==> config.mk <==
export PLATFORM = sky130hd
export DESIGN_NAME = bffl_ctrl
export DESIGN_NICKNAME = d
export VERILOG_FILES = /design/src/rtl/bffl_pkg.sv /design/src/rtl/bffl_ctrl.sv
export SDC_FILE = /design/constraint.sdc
export NUM_CORES = 1
export LEC_CHECK = 0
export BUFFER_PORTS_ARGS = -buffer_cell sky130_fd_sc_hd__buf_4
export CAP_MARGIN = 40
export CORE_MARGIN = 10
export CORE_UTILIZATION = 40
export CTS_CLUSTER_SIZE = 28
export DETAILED_ROUTE_END_ITERATION = 8
export PLACE_DENSITY = 0.7
export SLEW_MARGIN = 20
export SYNTH_ARGS = -nofsm -noshare
export SYNTH_HDL_FRONTEND = slang
export SYNTH_SLANG_ARGS = --single-unit
==> constraint.sdc <==
create_clock -name clk -period 2.9 [get_ports clk]
set_input_delay 0.145 -clock clk [delete_from_list [all_inputs] [get_ports clk]]
set_output_delay 0.145 -clock clk [all_outputs]
set_load 0.01 [all_outputs]
==> src/rtl/bffl_pkg.sv <==
`default_nettype none

package bffl_pkg;

  // Field widths fixed by the interface.
  localparam int REQ_W = 18;
  localparam int ADDR_W = 18;
  localparam int CFG_W = 15;

  // Operation codes carried by in_cmd.
  localparam logic CMD_ALLOC = 1'b0;
  localparam logic CMD_FREE = 1'b1;

  // Result status codes.
  localparam logic ST_DONE = 1'b0;
  localparam logic ST_NO_SPACE = 1'b1;

  // Register indexes on the configuration port (paddr[2]).
  localparam logic REG_CHUNK = 1'b0;
  localparam logic REG_LIMIT = 1'b1;

  localparam logic [CFG_W-1:0] CHUNK_RESET = 15'd1024;
  localparam logic [CFG_W-1:0] LIMIT_RESET = 15'd16384;

  // One datapath action per cycle, chosen by the controller.
  typedef enum logic [3:0] {
    OP_NONE,
    OP_LOAD,
    OP_WALK_START,
    OP_WALK_STEP,
    OP_TAKE,
    OP_SPLIT,
    OP_GROW,
    OP_FREE_RD,
    OP_FREE_TAKE,
    OP_INS_EMPTY,
    OP_INS_EVAL,
    OP_INS_WRITE,
    OP_INS_LINK,
    OP_EMIT,
    OP_EMIT_FAIL
  } op_t;

  typedef struct packed {
    op_t op;
  } dp_cmd_t;

  typedef struct packed {
    logic is_free;
    logic free_pre;
    logic empty;
    logic walk_last;
    logic best_v;
    logic best_exact;
    logic grow_ok;
    logic free_ok;
    logic ins_bad;
    logic need_link;
    logic out_free;
  } dp_stat_t;

endpackage

`default_nettype wire

==> src/rtl/bffl_ctrl.sv <==
`default_nettype none

module bffl_ctrl (
  input  wire logic               clk,
  input  wire logic               rst_n,
  input  wire logic               in_valid,
  output logic                    in_stall,
  input  wire bffl_pkg::dp_stat_t stat,
  output bffl_pkg::dp_cmd_t       cmd
);

  typedef enum logic [3:0] {
    S_IDLE,
    S_DISP,
    S_AWALK,
    S_TAKE,
    S_SPLIT,
    S_GROW,
    S_FCHK,
    S_INS,
    S_IWALK,
    S_IEVAL,
    S_IWRITE,
    S_ILINK,
    S_INS_END,
    S_FAIL,
    S_FINISH
  } state_t;

  state_t state_r, state_nxt;
  logic   retry_r, retry_nxt;

  assign in_stall = (state_r != S_IDLE);

  always_comb begin
    state_nxt = state_r;
    retry_nxt = retry_r;
    cmd.op = bffl_pkg::OP_NONE;
    unique case (state_r)
      S_IDLE: begin
        if (in_valid) begin
          cmd.op = bffl_pkg::OP_LOAD;
          retry_nxt = 1'b0;
          state_nxt = S_DISP;
        end
      end
      S_DISP: begin
        if (stat.is_free) begin
          if (stat.free_pre) begin
            cmd.op = bffl_pkg::OP_FREE_RD;
            state_nxt = S_FCHK;
          end else begin
            state_nxt = S_FINISH;
          end
        end else if (stat.empty) begin
          state_nxt = S_GROW;
        end else begin
          cmd.op = bffl_pkg::OP_WALK_START;
          state_nxt = S_AWALK;
        end
      end
      S_AWALK: begin
        cmd.op = bffl_pkg::OP_WALK_STEP;
        if (stat.walk_last) begin
          state_nxt = S_TAKE;
        end
      end
      S_TAKE: begin
        if (stat.best_v) begin
          cmd.op = bffl_pkg::OP_TAKE;
          state_nxt = stat.best_exact ? S_FINISH : S_SPLIT;
        end else if (retry_r) begin
          state_nxt = S_FAIL;
        end else begin
          state_nxt = S_GROW;
        end
      end
      S_SPLIT: begin
        cmd.op = bffl_pkg::OP_SPLIT;
        state_nxt = S_FINISH;
      end
      S_GROW: begin
        if (stat.grow_ok) begin
          cmd.op = bffl_pkg::OP_GROW;
          retry_nxt = 1'b1;
          state_nxt = S_INS;
        end else begin
          state_nxt = S_FAIL;
        end
      end
      S_FCHK: begin
        if (stat.free_ok) begin
          cmd.op = bffl_pkg::OP_FREE_TAKE;
          state_nxt = S_INS;
        end else begin
          state_nxt = S_FINISH;
        end
      end
      S_INS: begin
        if (stat.empty) begin
          cmd.op = bffl_pkg::OP_INS_EMPTY;
          state_nxt = S_INS_END;
        end else begin
          cmd.op = bffl_pkg::OP_WALK_START;
          state_nxt = S_IWALK;
        end
      end
      S_IWALK: begin
        cmd.op = bffl_pkg::OP_WALK_STEP;
        if (stat.walk_last) begin
          state_nxt = S_IEVAL;
        end
      end
      S_IEVAL: begin
        cmd.op = bffl_pkg::OP_INS_EVAL;
        state_nxt = S_IWRITE;
      end
      S_IWRITE: begin
        if (stat.ins_bad) begin
          state_nxt = S_INS_END;
        end else begin
          cmd.op = bffl_pkg::OP_INS_WRITE;
          state_nxt = stat.need_link ? S_ILINK : S_INS_END;
        end
      end
      S_ILINK: begin
        cmd.op = bffl_pkg::OP_INS_LINK;
        state_nxt = S_INS_END;
      end
      S_INS_END: begin
        if (stat.is_free) begin
          state_nxt = S_FINISH;
        end else begin
          cmd.op = bffl_pkg::OP_WALK_START;
          state_nxt = S_AWALK;
        end
      end
      S_FAIL: begin
        if (stat.out_free) begin
          cmd.op = bffl_pkg::OP_EMIT_FAIL;
          state_nxt = S_IDLE;
        end
      end
      S_FINISH: begin
        if (stat.out_free) begin
          cmd.op = bffl_pkg::OP_EMIT;
          state_nxt = S_IDLE;
        end
      end
      default: state_nxt = S_IDLE;
    endcase
  end

  always_ff @(posedge clk) begin
    if (!rst_n) begin
      state_r <= S_IDLE;
      retry_r <= 1'b0;
    end else begin
      state_r <= state_nxt;
      retry_r <= retry_nxt;
    end
  end

endmodule

`default_nettype wire

==> out/results.txt <==
die width = 65.2 microns
vias in the first global route = 853
Die Ht = 65.2 microns
Clock Root Buffer = clkbuf_4
diodes inserted = 0
VDD IR max = 0.560 mV
Final Max Tran Viols = 0
RD Place Congestion = 0.866
synthesized flop and latch total = 5
number of buffers created by CTS = 3
net count after synthesis = 130
worst clock skew = 0.000384 ns
maximum net fanout on the critical path = 26
Synth top area share = 12.2%
I/O Buffers = 18
Area Overhead vs Synth = 20.8%
critical path data arrival time = 1.96 ns
Via Count = 948
Vias/cell = 6.00
Fin Hold WS = 0.157 ns
grt ovf = 0
worst-path cell chain = nor2_1, o21ai_0, a21o_1, nand3_1, buf_4
Max H-tree Level = 1
Post-CTS Resized = 0
final hold violations = 0
dpl hpwl = 1840 microns
CORE AREA = 1960 sq um
Async SR Flop Fraction = 0%
mapped cell area = 818 sq um
worst-margin pin slew = 0.843 ns
outcome = finished, final reports clean
initial antenna violation count = 0
main flop type after synthesis = dfxtp_1
nature of the critical path endpoint = output port
pin count of the biggest net entering global routing = 27
final cycle utilization of the critical path = 72.6%
Post-DRT Antenna Nets = 0
kind of critical path = register to output port
Final Cell Area = 988 sq um
die area = 4250 sq um
NumNets Final = 146
Routed WL = 2430 microns
first-pass GRT wire length = 4000 microns
# IOs = 19
Max Buffers Root-to-Sink = 2
maximum clock rate = 475 MHz
post-route setup TNS = 0 ns
# rows = 16
R2R Setup Slk = 0.96 ns
# hold bufs at CTS = 0
number of synthesized flops with an enable pin = 0
TritonRoute pass-1 iters = 4
pwr/cell area = 921 nW/um^2
element type at the critical path start = register
number of distinct library cells after synthesis = 47
cell accounting for the most synthesized area = dfxtp_1
All-Layer GR Usage = 11.4%
MaxCap Viol Count = 0
layout cell share with drive strength beyond 1 = 22.9%
Clock Latency Late Sink = 0.24 ns
required time of the critical path = 2.76 ns
clk sink count = 5
crit-path max cell delay = 0.86 ns
post-CTS setup buffers = 0
DRC errors left = 0
syn avg cell area = 7.05 sq um
RSZ-0062 raised after global routing = no
Ys Warns = 0
sequential area share after synthesis = 12.2%
Slowest-stage cell, CP = dfxtp_1
final-report setup violation count = 0
leakage = 0.372 nW
TritonCTS clock tree = done
Clock Pin Slew Worst Setup and Hold Paths = 0.04 ns
min-delay worst type = input port to register
Initial Utilization = 41.7%
Post-DP Area = 962 sq um
fin crit period = 2.10 ns
number of DRC markers in iteration 0 = 41
ranking of synthesized cells by area = dfxtp_1, a21oi_1, o21ai_0
Mapped Cells = 116
Avg WL per Cell = 15.3 microns
Slew headroom = 43.7%
## synth_stat cells (all sizes together), types with 2 or more instances
library cell and number:
mux2i 3, and3 3, dfxtp 5, nor3 2, nand2b 5, nand2 8
nand3b 2, or2 2, nor2 5, o211ai 3, a21oi 9, a31oi 3
buf 10, a211oi 5, nor2b 6, inv 7, o21ba 2, o21ai 11
nor3b 2, nand3 2
## worst max-delay path, delay by kind of cell (launching register included)
kind	cells	cell delay (ns)
AO/OA/AOI/OAI	2	0.38
buffers and inverters	1	0.15
AND/OR/NAND/NOR	2	0.31
flip-flops	1	0.86
## report_power, final
part | switching [mW] | total, mW | internal (mW)
combinational | 0.351 | 0.661 | 0.310
clock | 0.0298 | 0.0819 | 0.0521
sequential | 0.0740 | 0.167 | 0.0928
## final timing paths
check                                start  cells past startpoint         end
worst max-delay path            state_r[2]                      5      cmd[0]
worst min-delay path                 rst_n                      2     retry_r
worst max register to register  state_r[2]                      4  state_r[1]
worst min register to register     retry_r                      2     retry_r
## sequential cells by signal, summed over array words and instances (netlist names)
register	cells
retry_r	1
state_r	4
## cell families (layout without fill, tap and decap cells)
kind of cell / Yosys count / after routing / synth area share [%]
flip-flops: 5 / 5 / 12.2
AO/OA/AOI/OAI: 47 / 47 / 40.5
buffers and inverters: 17 / 32 / 10.9
multiplexers: 3 / 3 / 3.67
AND/OR/NAND/NOR: 44 / 44 / 32.7
## through the flow
stage	util (%)	cells	worst slack [ns]	power, mW
floorplan	-	116	1.49	0.633
global placement	47.5	152	0.955	0.773
detailed placement	49.0	154	1.02	0.823
CTS	50.4	158	0.845	0.911
global route	50.4	158	0.698	0.991
finish	50.4	158	0.795	0.910
## per-layer routing
layer  up-vias  share of wire, %  GRT usage [%]
met4         0              0.82           4.55
met2        37                49           18.2
li1        466                 -              -
met5         -                 0              0
met1       440                42           13.7
met3         5               8.3           3.90
## layout make-up
cell class / count / area [sq um]
Clock buffer: 4 / 26.3
Fill cell: 212 / 973
Inverter: 7 / 26.3
Multi-Input combinational cell: 94 / 629
Sequential cell: 5 / 100
Tap cell: 27 / 33.8
Timing Repair Buffer: 21 / 173
## layout by cell type (no fill, tap or decap), types with 2 or more instances in the layout
| master | count |
|---|---|
| mux2i_1 | 3 |
| buf_4 | 19 |
| nor3_1 | 2 |
| o21ai_0 | 8 |
| nand3_1 | 2 |
| a21oi_1 | 9 |
| nand2b_1 | 5 |
| o211ai_1 | 3 |
| nand3b_1 | 2 |
| nor3b_1 | 2 |
| clkbuf_4 | 3 |
| buf_8 | 2 |
| dfxtp_1 | 5 |
| o21ai_1 | 3 |
| nor2_1 | 4 |
| inv_1 | 6 |
| a211oi_1 | 4 |
| a31oi_1 | 3 |
| nand2_1 | 8 |
| and3_1 | 3 |
| or2_1 | 2 |
| nor2b_1 | 6 |
(Power assumes the default switching activity.)
